$ cat src/rtl/mmab_pkg.sv
package mmab_pkg;

    // Default sizes, handed to the top level parameters
    localparam int MAX_DIM_DEF     = 8;
    localparam int VALUE_WIDTH_DEF = 16;

    // Fixed field widths
    localparam int KIND_W  = 2;
    localparam int IDX_W   = 3;
    localparam int DIM_W   = 4;
    localparam int RES_W   = 32;
    localparam int ACC_W   = 64;
    localparam int CFG_A_W = 2;
    localparam int CFG_D_W = 4;

    // Register reset values
    localparam logic [DIM_W-1:0] DIM_RST      = 4'd8;
    localparam logic             USE_BIAS_RST = 1'b1;

    typedef enum logic [KIND_W-1:0] {
        KIND_LOAD_A    = 2'd0,
        KIND_LOAD_B    = 2'd1,
        KIND_LOAD_BIAS = 2'd2,
        KIND_START     = 2'd3
    } t_kind;

    typedef enum logic [CFG_A_W-1:0] {
        CFG_ROWS_A    = 2'd0,
        CFG_INNER_DIM = 2'd1,
        CFG_COLS_B    = 2'd2,
        CFG_USE_BIAS  = 2'd3
    } t_cfg_reg;

    typedef logic signed [ACC_W-1:0] t_acc;

    // Control that travels with one multiply-accumulate slot
    typedef struct packed {
        logic             valid;
        logic             first;     // first term of an element
        logic             last_k;    // final term of an element
        logic             nop;       // empty inner dimension, product forced to zero
        logic             last_elem; // final element of the matrix
        logic [IDX_W-1:0] row;
        logic [IDX_W-1:0] col;
    } t_slot;

endpackage

$ cat src/rtl/matrix_multiply_add_bias_top.sv
// Channel   | Dir | Handshake                     | Payload
// ----------+-----+-------------------------------+------------------------------------------
// s_axis    | in  | s_axis_tvalid / s_axis_tready | tuser: kind; tdata: row, col, elem_value
// m_axis    | out | m_axis_tvalid / m_axis_tready | tdata: value, row, col; tlast: last
// cfg       | in  | i_cfg_we (no back-pressure)   | i_cfg_addr, i_cfg_data
//
// Load items (A, B, bias) each write one RAM entry when their indices are in range.
// A start item issues max(inner_dim,1) multiply-accumulate slots per result
// element (each size capped at MAX_DIM), one slot a cycle while the output is
// not stalled; one RAM read per store per slot sets this rate.
// Input is held off while slots are being issued.
// Reset (synchronous, active low) restores the size registers and the bias
// enable; the RAMs are not cleared. A stalled output freezes the whole read/multiply/accumulate pipe.
module matrix_multiply_add_bias_top #(
    parameter int MAX_DIM     = mmab_pkg::MAX_DIM_DEF,
    parameter int VALUE_WIDTH = mmab_pkg::VALUE_WIDTH_DEF
) (
    input  logic i_clk,
    input  logic i_rst_n,

    // tuser: kind [1:0]
    // tdata: row_index [2:0], col_index [5:3], elem_value [6+VALUE_WIDTH-1:6], zero pad
    input  logic                                    s_axis_tvalid,
    output logic                                    s_axis_tready,
    input  logic [mmab_pkg::KIND_W-1:0]             s_axis_tuser,
    input  logic [((2*mmab_pkg::IDX_W+VALUE_WIDTH+7)/8)*8-1:0] s_axis_tdata,

    // tdata: result_value [31:0], result_row [34:32], result_col [37:35], zero pad
    output logic                                    m_axis_tvalid,
    input  logic                                    m_axis_tready,
    output logic [((mmab_pkg::RES_W+2*mmab_pkg::IDX_W+7)/8)*8-1:0] m_axis_tdata,
    output logic                                    m_axis_tlast,

    input  logic                                    i_cfg_we,
    input  logic [mmab_pkg::CFG_A_W-1:0]            i_cfg_addr,
    input  logic [mmab_pkg::CFG_D_W-1:0]            i_cfg_data
);

    localparam int IDX_W   = mmab_pkg::IDX_W;
    localparam int DIM_W   = mmab_pkg::DIM_W;
    localparam int RES_W   = mmab_pkg::RES_W;
    localparam int OUT_W   = ((RES_W + 2*IDX_W + 7) / 8) * 8;
    localparam int AW      = $clog2(MAX_DIM * MAX_DIM);
    localparam int BW      = $clog2(MAX_DIM);
    localparam int FRAC    = VALUE_WIDTH / 2;
    localparam int PROD_W  = 2 * VALUE_WIDTH;
    localparam int DIM_CAP = (MAX_DIM > 15) ? 15 : MAX_DIM;

    localparam logic [DIM_W-1:0]   CAP      = DIM_CAP[DIM_W-1:0];
    localparam mmab_pkg::t_acc     ACC_HI   = 64'sd1 <<< 61;
    localparam mmab_pkg::t_acc     ACC_LO   = -(64'sd1 <<< 61);
    localparam mmab_pkg::t_acc     RES_HI   = 64'sd2147483647;
    localparam mmab_pkg::t_acc     RES_LO   = -64'sd2147483648;

    // ---------------------------------------------------------------- config
    logic [DIM_W-1:0] r_rows_a, r_inner_dim, r_cols_b;
    logic             r_use_bias;

    always_ff @(posedge i_clk) begin
        if (!i_rst_n) begin
            r_rows_a    <= mmab_pkg::DIM_RST;
            r_inner_dim <= mmab_pkg::DIM_RST;
            r_cols_b    <= mmab_pkg::DIM_RST;
            r_use_bias  <= mmab_pkg::USE_BIAS_RST;
        end else if (i_cfg_we) begin
            case (mmab_pkg::t_cfg_reg'(i_cfg_addr))
                mmab_pkg::CFG_ROWS_A:    r_rows_a    <= i_cfg_data;
                mmab_pkg::CFG_INNER_DIM: r_inner_dim <= i_cfg_data;
                mmab_pkg::CFG_COLS_B:    r_cols_b    <= i_cfg_data;
                mmab_pkg::CFG_USE_BIAS:  r_use_bias  <= i_cfg_data[0];
                default: ;
            endcase
        end
    end

    // ---------------------------------------------------------------- input
    mmab_pkg::t_kind        in_kind;
    logic [IDX_W-1:0]       in_row, in_col;
    logic [VALUE_WIDTH-1:0] in_val;
    logic                   in_acc;

    assign in_kind = mmab_pkg::t_kind'(s_axis_tuser);
    assign in_row  = s_axis_tdata[IDX_W-1:0];
    assign in_col  = s_axis_tdata[2*IDX_W-1:IDX_W];
    assign in_val  = s_axis_tdata[2*IDX_W+VALUE_WIDTH-1:2*IDX_W];
    assign in_acc  = s_axis_tvalid && s_axis_tready;

    logic          row_ok, col_ok;
    logic [31:0]   ld_addr_w, ld_bias_w;
    logic          we_a, we_b, we_bias, start;

    always_comb begin
        row_ok    = 32'(in_row) < MAX_DIM;
        col_ok    = 32'(in_col) < MAX_DIM;
        ld_addr_w = 32'(in_row) * MAX_DIM + 32'(in_col);
        ld_bias_w = 32'(in_col);
        we_a      = 1'b0;
        we_b      = 1'b0;
        we_bias   = 1'b0;
        start     = 1'b0;
        if (in_acc) begin
            case (in_kind)
                mmab_pkg::KIND_LOAD_A:    we_a    = row_ok && col_ok;
                mmab_pkg::KIND_LOAD_B:    we_b    = row_ok && col_ok;
                mmab_pkg::KIND_LOAD_BIAS: we_bias = col_ok;
                mmab_pkg::KIND_START:     start   = 1'b1;
                default: ;
            endcase
        end
    end

    // ---------------------------------------------------------------- issue
    // adv moves every pipe stage, including the RAM read registers.
    logic adv;

    logic             r_busy;
    logic [DIM_W-1:0] r_i, r_j, r_k, r_nr, r_nk, r_nc;
    logic [DIM_W-1:0] nr_c, nk_c, nc_c;
    logic             k_last, j_last, i_last;
    logic [31:0]      rd_a_w, rd_b_w, rd_bias_w;
    mmab_pkg::t_slot  slot0;

    assign s_axis_tready = !r_busy;

    always_comb begin
        nr_c = (r_rows_a > CAP)    ? CAP : r_rows_a;
        nk_c = (r_inner_dim > CAP) ? CAP : r_inner_dim;
        nc_c = (r_cols_b > CAP)    ? CAP : r_cols_b;

        // an empty inner dimension still takes one slot to carry the bias
        k_last = (r_nk == '0) || (r_k == r_nk - 1'b1);
        j_last = (r_j == r_nc - 1'b1);
        i_last = (r_i == r_nr - 1'b1);

        rd_a_w    = 32'(r_i) * MAX_DIM + 32'(r_k);
        rd_b_w    = 32'(r_k) * MAX_DIM + 32'(r_j);
        rd_bias_w = 32'(r_j);

        slot0.valid     = r_busy;
        slot0.first     = (r_k == '0);
        slot0.last_k    = k_last;
        slot0.nop       = (r_nk == '0);
        slot0.last_elem = i_last && j_last;
        slot0.row       = r_i[IDX_W-1:0];
        slot0.col       = r_j[IDX_W-1:0];
    end

    always_ff @(posedge i_clk) begin
        if (!i_rst_n) begin
            r_busy <= 1'b0;
        end else if (start) begin
            r_busy <= (nr_c != '0) && (nc_c != '0);
        end else if (r_busy && adv && k_last && j_last && i_last) begin
            r_busy <= 1'b0;
        end
    end

    always_ff @(posedge i_clk) begin
        if (start) begin
            r_i  <= '0;
            r_j  <= '0;
            r_k  <= '0;
            r_nr <= nr_c;
            r_nk <= nk_c;
            r_nc <= nc_c;
        end else if (r_busy && adv) begin
            if (k_last) begin
                r_k <= '0;
                if (j_last) begin
                    r_j <= '0;
                    r_i <= r_i + 1'b1;
                end else begin
                    r_j <= r_j + 1'b1;
                end
            end else begin
                r_k <= r_k + 1'b1;
            end
        end
    end

    // ---------------------------------------------------------------- stores
    logic [VALUE_WIDTH-1:0] a_q, b_q, bias_q;

    mmab_ram #(.DATA_W(VALUE_WIDTH), .DEPTH(MAX_DIM * MAX_DIM)) u_ram_a (
        .i_clk   (i_clk),
        .i_we    (we_a),
        .i_waddr (ld_addr_w[AW-1:0]),
        .i_wdata (in_val),
        .i_re    (adv),
        .i_raddr (rd_a_w[AW-1:0]),
        .o_rdata (a_q)
    );

    mmab_ram #(.DATA_W(VALUE_WIDTH), .DEPTH(MAX_DIM * MAX_DIM)) u_ram_b (
        .i_clk   (i_clk),
        .i_we    (we_b),
        .i_waddr (ld_addr_w[AW-1:0]),
        .i_wdata (in_val),
        .i_re    (adv),
        .i_raddr (rd_b_w[AW-1:0]),
        .o_rdata (b_q)
    );

    mmab_ram #(.DATA_W(VALUE_WIDTH), .DEPTH(MAX_DIM)) u_ram_bias (
        .i_clk   (i_clk),
        .i_we    (we_bias),
        .i_waddr (ld_bias_w[BW-1:0]),
        .i_wdata (in_val),
        .i_re    (adv),
        .i_raddr (rd_bias_w[BW-1:0]),
        .o_rdata (bias_q)
    );

    // ---------------------------------------------------------------- stage 1: multiply
    mmab_pkg::t_slot           r_s1, r_s2, r_s3;
    logic signed [PROD_W-1:0]  r_prod;
    logic signed [PROD_W-1:0]  prod_w;
    logic [VALUE_WIDTH-1:0]    r_bias;

    // signed operands, sign-extended to the product width
    assign prod_w = $signed(a_q) * $signed(b_q);

    always_ff @(posedge i_clk) begin
        if (!i_rst_n) begin
            r_s1 <= '0;
            r_s2 <= '0;
        end else if (adv) begin
            r_s1 <= slot0;
            r_s2 <= r_s1;
        end
    end

    always_ff @(posedge i_clk) begin
        if (adv) begin
            r_prod <= r_s1.nop ? '0 : prod_w;
            r_bias <= bias_q;
        end
    end

    // ---------------------------------------------------------------- stage 2: accumulate
    mmab_pkg::t_acc r_acc;
    mmab_pkg::t_acc bias_ext, base, sum, n_acc;

    always_comb begin
        bias_ext = mmab_pkg::ACC_W'($signed(r_bias)) <<< FRAC;
        if (r_s2.first) begin
            base = r_use_bias ? bias_ext : '0;
        end else begin
            base = r_acc;
        end
        sum = base + mmab_pkg::ACC_W'(r_prod);
        if (sum > ACC_HI) begin
            n_acc = ACC_HI;
        end else if (sum < ACC_LO) begin
            n_acc = ACC_LO;
        end else begin
            n_acc = sum;
        end
    end

    always_ff @(posedge i_clk) begin
        if (adv && r_s2.valid) begin
            r_acc <= n_acc;
        end
    end

    // stage 3 marks a finished element; r_acc holds its sum
    always_ff @(posedge i_clk) begin
        if (!i_rst_n) begin
            r_s3 <= '0;
        end else if (adv) begin
            r_s3       <= r_s2;
            r_s3.valid <= r_s2.valid && r_s2.last_k;
        end
    end

    // ---------------------------------------------------------------- output register
    logic               r_out_valid, r_out_last;
    logic [RES_W-1:0]   r_out_val;
    logic [IDX_W-1:0]   r_out_row, r_out_col;
    logic [RES_W-1:0]   sat_val;

    assign adv = !r_out_valid || m_axis_tready;

    always_comb begin
        if (r_acc > RES_HI) begin
            sat_val = RES_HI[RES_W-1:0];
        end else if (r_acc < RES_LO) begin
            sat_val = RES_LO[RES_W-1:0];
        end else begin
            sat_val = r_acc[RES_W-1:0];
        end
    end

    always_ff @(posedge i_clk) begin
        if (!i_rst_n) begin
            r_out_valid <= 1'b0;
        end else if (adv) begin
            r_out_valid <= r_s3.valid;
        end
    end

    always_ff @(posedge i_clk) begin
        if (adv && r_s3.valid) begin
            r_out_val  <= sat_val;
            r_out_row  <= r_s3.row;
            r_out_col  <= r_s3.col;
            r_out_last <= r_s3.last_elem;
        end
    end

    assign m_axis_tvalid = r_out_valid;
    assign m_axis_tlast  = r_out_last;
    assign m_axis_tdata  = OUT_W'({r_out_col, r_out_row, r_out_val});

endmodule

$ cat src/rtl/mmab_ram.sv
module mmab_ram #(
    parameter int DATA_W = 16,
    parameter int DEPTH  = 64
) (
    input  logic                     i_clk,
    input  logic                     i_we,
    input  logic [$clog2(DEPTH)-1:0] i_waddr,
    input  logic [DATA_W-1:0]        i_wdata,
    input  logic                     i_re,
    input  logic [$clog2(DEPTH)-1:0] i_raddr,
    output logic [DATA_W-1:0]        o_rdata
);

    logic [DATA_W-1:0] r_mem [DEPTH];
    logic [DATA_W-1:0] r_rdata;

    always_ff @(posedge i_clk) begin
        if (i_we) begin
            r_mem[i_waddr] <= i_wdata;
        end
        if (i_re) begin
            r_rdata <= r_mem[i_raddr];
        end
    end

    assign o_rdata = r_rdata;

endmodule
$ cat config.mk
export PLATFORM = sky130hd
export DESIGN_NAME = matrix_multiply_add_bias_top
export DESIGN_NICKNAME = d
export VERILOG_FILES = /design/src/rtl/mmab_pkg.sv /design/src/rtl/matrix_multiply_add_bias_top.sv /design/src/rtl/mmab_ram.sv
export SDC_FILE = /design/constraint.sdc
export NUM_CORES = 2
export LEC_CHECK = 0
export BUFFER_PORTS_ARGS = -buffer_cell sky130_fd_sc_hd__buf_2
export CELL_PAD_IN_SITES_DETAIL_PLACEMENT = 1
export CELL_PAD_IN_SITES_GLOBAL_PLACEMENT = 1
export CORE_MARGIN = 3
export CORE_UTILIZATION = 32
export DETAILED_ROUTE_END_ITERATION = 16
export PLACE_DENSITY_LB_ADDON = 0.25
export SETUP_SLACK_MARGIN = 0.1
export SLEW_MARGIN = 20
export SYNTH_ARGS = -nofsm -noshare
export SYNTH_HDL_FRONTEND = slang
export SYNTH_SLANG_ARGS = --single-unit
$ cat constraint.sdc
create_clock -name i_clk -period 15.5 [get_ports i_clk]
set_input_delay 4.65 -clock i_clk [delete_from_list [all_inputs] [get_ports i_clk]]
set_output_delay 4.65 -clock i_clk [all_outputs]
set_load 0.005 [all_outputs]
==> out/metrics.json <==
{
  "clock_network": {
    "clk_pin_slew_ps": 50,
    "postCtsSetupBuffers": 0,
    "tritoncts_clock_tree": "done",
    "cts_buffer_depth": 4,
    "post_cts_hold_buffer_count": 0,
    "clock_tree.htree_level_count": 5,
    "cts_inserted_buffers": 275,
    "later_pin_clock_latency_in_the_skew_report_ps": 900,
    "cts_num_sinks": 2443,
    "cts_root_buf": "clkbuf_16",
    "post_cts_resize_count": 0
  },
  "logic_synthesis": {
    "synthesized_netlist_cell_count": 5853,
    "synth_area_leaders": "edfxtp_1 67%, mux4_2 15%, fa_1 4.9%, ha_1 1.8%, nor2_1 1.3%",
    "synth_commonest_cells": "2387 x edfxtp_1, 704 x mux4_2, 368 x nor2_1",
    "seq_area_frac_synth_pct": 67.7,
    "synthDistinctLibCells": 89,
    "postSynth.asyncResetShare_pct": 0,
    "ys_warn_count": 0,
    "synthesis.area_per_instance_um2": 18.4,
    "synthFlopType": "edfxtp_1",
    "netlist.area_leader.share_pct": 66.6,
    "synth_largest_area_cell": "edfxtp_1",
    "number_of_enable_flip_flop_cells_after_synthesis": 2387,
    "post-synth-top-count-cell": "edfxtp_1",
    "synth.ff_latch_count": 2443,
    "netlist_area_before_placement_um2": 108000
  },
  "critical_path": {
    "critPathSlowestCell": "edfxtp_1",
    "largest_stage_delay_on_the_critical_path_ps": 970,
    "critical_path_required_ps": 16060,
    "endpoint_type_of_the_worst_setup_path": "register",
    "reg2reg_from": "u_ram_b.o_rdata[7]",
    "critical_path_peak_fanout": 16,
    "critical-path-top-delay-family": "adder cells",
    "critical_path.cell_chain": "nand2_1 > fa_1 > inv_1 > fa_1 > fa_1 > fa_1 > fa_1 > inv_1 > fa_1 > inv_1 > ha_1 > a21o_1 > a21o_1 > a21oi_1 > o22a_1 > o31ai_1 > o41a_1 > a41o_1 > o41ai_1 > o21ai_0 > xnor2_1 > nor2_1",
    "worstSetupPathType": "register to register",
    "rrSetupSlack_ps": 7720,
    "timing.critical_path.mode_cell": "fa_1",
    "timing.rr.end": "r_prod[29]",
    "critical_path_buf_inv_count": 3,
    "worstRegToRegCells": 22,
    "cp_data_arrival_time_ps": 8350,
    "worstSetupStartpointType": "register"
  },
  "timing": {
    "period_minus_slack_ps": 7780,
    "grt_setup_unrepaired": "no",
    "skew_ps": 69.9,
    "timing.max_slew.rel_slack_pct": 24.8,
    "max_clock_freq_mhz": 128,
    "worstMarginPinSlew_ps": 1130,
    "setup_viol_count_final": 0,
    "final_max_slew_viol_count": 0,
    "final_min_period_over_clock_period_pct": 50.2,
    "fin_setup_tns_ps": 0,
    "finalHoldViolations": 0
  },
  "flow_run": {
    "maxCapViolations": 0
  },
  "grt": {
    "wire_length_of_the_first_global_routing_pass_mm": 416,
    "grt_usage_pct": 16.5,
    "grt_max_degree": 119,
    "antenna_found_initial": 29,
    "vias_in_the_first_global_route": 58502,
    "grt_remaining_overflow": 0
  },
  "layout": {
    "areaGrowthSynthToFinish_pct": 14.1,
    "final_layout_size_suffix_gt1_share_pct": 22.9,
    "fin_nets": 6561
  },
  "worst_hold_path": {
    "min-delay-path-class": "register to register",
    "hold_end": "r_bias[0]",
    "hp-start": "u_ram_bias.o_rdata[0]",
    "whs_path_depth": 0
  },
  "drt": {
    "antenna_left": 0,
    "drc": 0,
    "detailedRoute.firstIterationViolations": 4853,
    "vias": 54580,
    "routed_wire_length_per_instance_um": 26.5,
    "length_of_the_first_detailed_routing_pass_in_iterations": 6,
    "routed_via_density": 5.09,
    "route.final.wire_length_mm": 284
  },
  "floorplan": {
    "core.rowCount": 212,
    "design.die.area_um2": 343000,
    "initial_utilization_pct": 32.2,
    "num_io_pins": 80,
    "fp.coreArea_um2": 334000,
    "die_height_um": 586,
    "die_w_um": 586
  },
  "place": {
    "portBuffers": 75,
    "place.detailed.hpwl_mm": 178,
    "gpl.final_weighted_congestion": 0.799
  },
  "status": {
    "status": "completed"
  }
}
## cell families after synthesis
family          Yosys count  share of synthesized area [%]
buf+inv                 621                           2.22
xor+xnor                108                          0.879
mux                     738                           15.1
flops                  2443                           67.7
compound gates          400                           2.48
fa+ha+maj               421                           6.73
simple gates           1121                           4.92
other cells               1                        0.00349
## through the flow
| step | instance area (um2) | std cells | util, % | hold WS, ps | setup WS, ps |
|---|---|---|---|---|---|
| after floorplan | 108000 | 5854 | - | 400 | 5640 |
| after global placement | 114000 | 10212 | 34.1 | 406 | 7140 |
| after detailed placement | 114000 | 10212 | 34.1 | 412 | 6960 |
| after CTS | 123000 | 10706 | 36.7 | 420 | 7710 |
| after global routing | 123000 | 10714 | 36.8 | 434 | 7410 |
| final | 123000 | 10725 | 36.8 | 425 | 7720 |
## worst register-to-register path, cell delays in order, from the launching register on
cell      delay (ps)
edfxtp_1         970
nand2_1          190
fa_1             570
inv_1             50
fa_1             490
fa_1             590
fa_1             440
fa_1             490
inv_1             50
fa_1             480
inv_1             40
ha_1             340
a21o_1           190
a21o_1           170
a21oi_1          270
o22a_1           190
o31ai_1          110
o41a_1           370
a41o_1           290
o41ai_1          590
o21ai_0          260
xnor2_1          300
nor2_1            70
## per-layer routing
metal / track usage, % / routed length, um / vias up
met3: 2.22 / 13200 / 359
li1: - / - / 23326
met1: 23.9 / 130000 / 29567
met4: 3.71 / 5830 / 6
met5: 0 / 42 / -
met2: 26.4 / 135000 / 1322
## layout by cell type (no fill, tap or decap), types with 18 or more instances in the layout
cell type	count
nor3_1	29
buf_4	202
diode_2	18
clkinv_1	68
nand2b_1	18
ha_1	156
xnor2_1	66
a21o_1	38
bufinv_16	18
a21boi_0	34
dfxtp_1	49
clkbuf_1	48
xor2_1	40
nand3_1	27
nand4_1	41
or3_1	21
edfxtp_1	2387
inv_1	326
and2_1	155
o21ai_0	80
fa_1	263
a21oi_1	117
mux2i_1	18
clkbuf_16	279
nand2_1	335
nor2_1	351
clkinv_2	48
buf_2	59
mux4_2	704
nor2b_1	40
## flip-flops by register name, summed over array words and instances, names as in the netlist, 8 cells and up
signal              count
u_ram_bias.o_rdata     16
u_ram_b.r_mem        1024
r_s3                    8
r_prod                 32
r_out_val              32
r_acc                  64
u_ram_a.r_mem        1024
u_ram_b.o_rdata        16
u_ram_bias.r_mem      128
u_ram_a.o_rdata        16
r_s1                   11
r_bias                 16
r_s2                   10
## final cells by class
cell class	count	area [um2]
repair buffers	266	1920
well taps	4387	5490
multi-input cells	2790	32500
clock buffers	328	7180
inverters	327	1230
diodes	18	45.0
fillers	32849	211000
clock inverters	166	1570
flip-flops and latches	2443	72800
## worst max path at each step
stage | slack (ps) | endpoint | start | cells past startpoint
detailed placement | 6960 | u_ram_a.r_mem[26][0] | s_axis_tvalid | 6
CTS | 7710 | r_prod[29] | u_ram_b.o_rdata[7] | 22
floorplan | 5640 | r_acc[0] | m_axis_tready | 4
finish | 7720 | r_prod[29] | u_ram_b.o_rdata[7] | 22
global placement | 7140 | u_ram_a.r_mem[26][14] | s_axis_tvalid | 6
global route | 7410 | r_prod[29] | u_ram_b.o_rdata[1] | 24
Power is not shown: default switching activity piles up to over one toggle a cycle in this logic, so the estimate is an artifact.
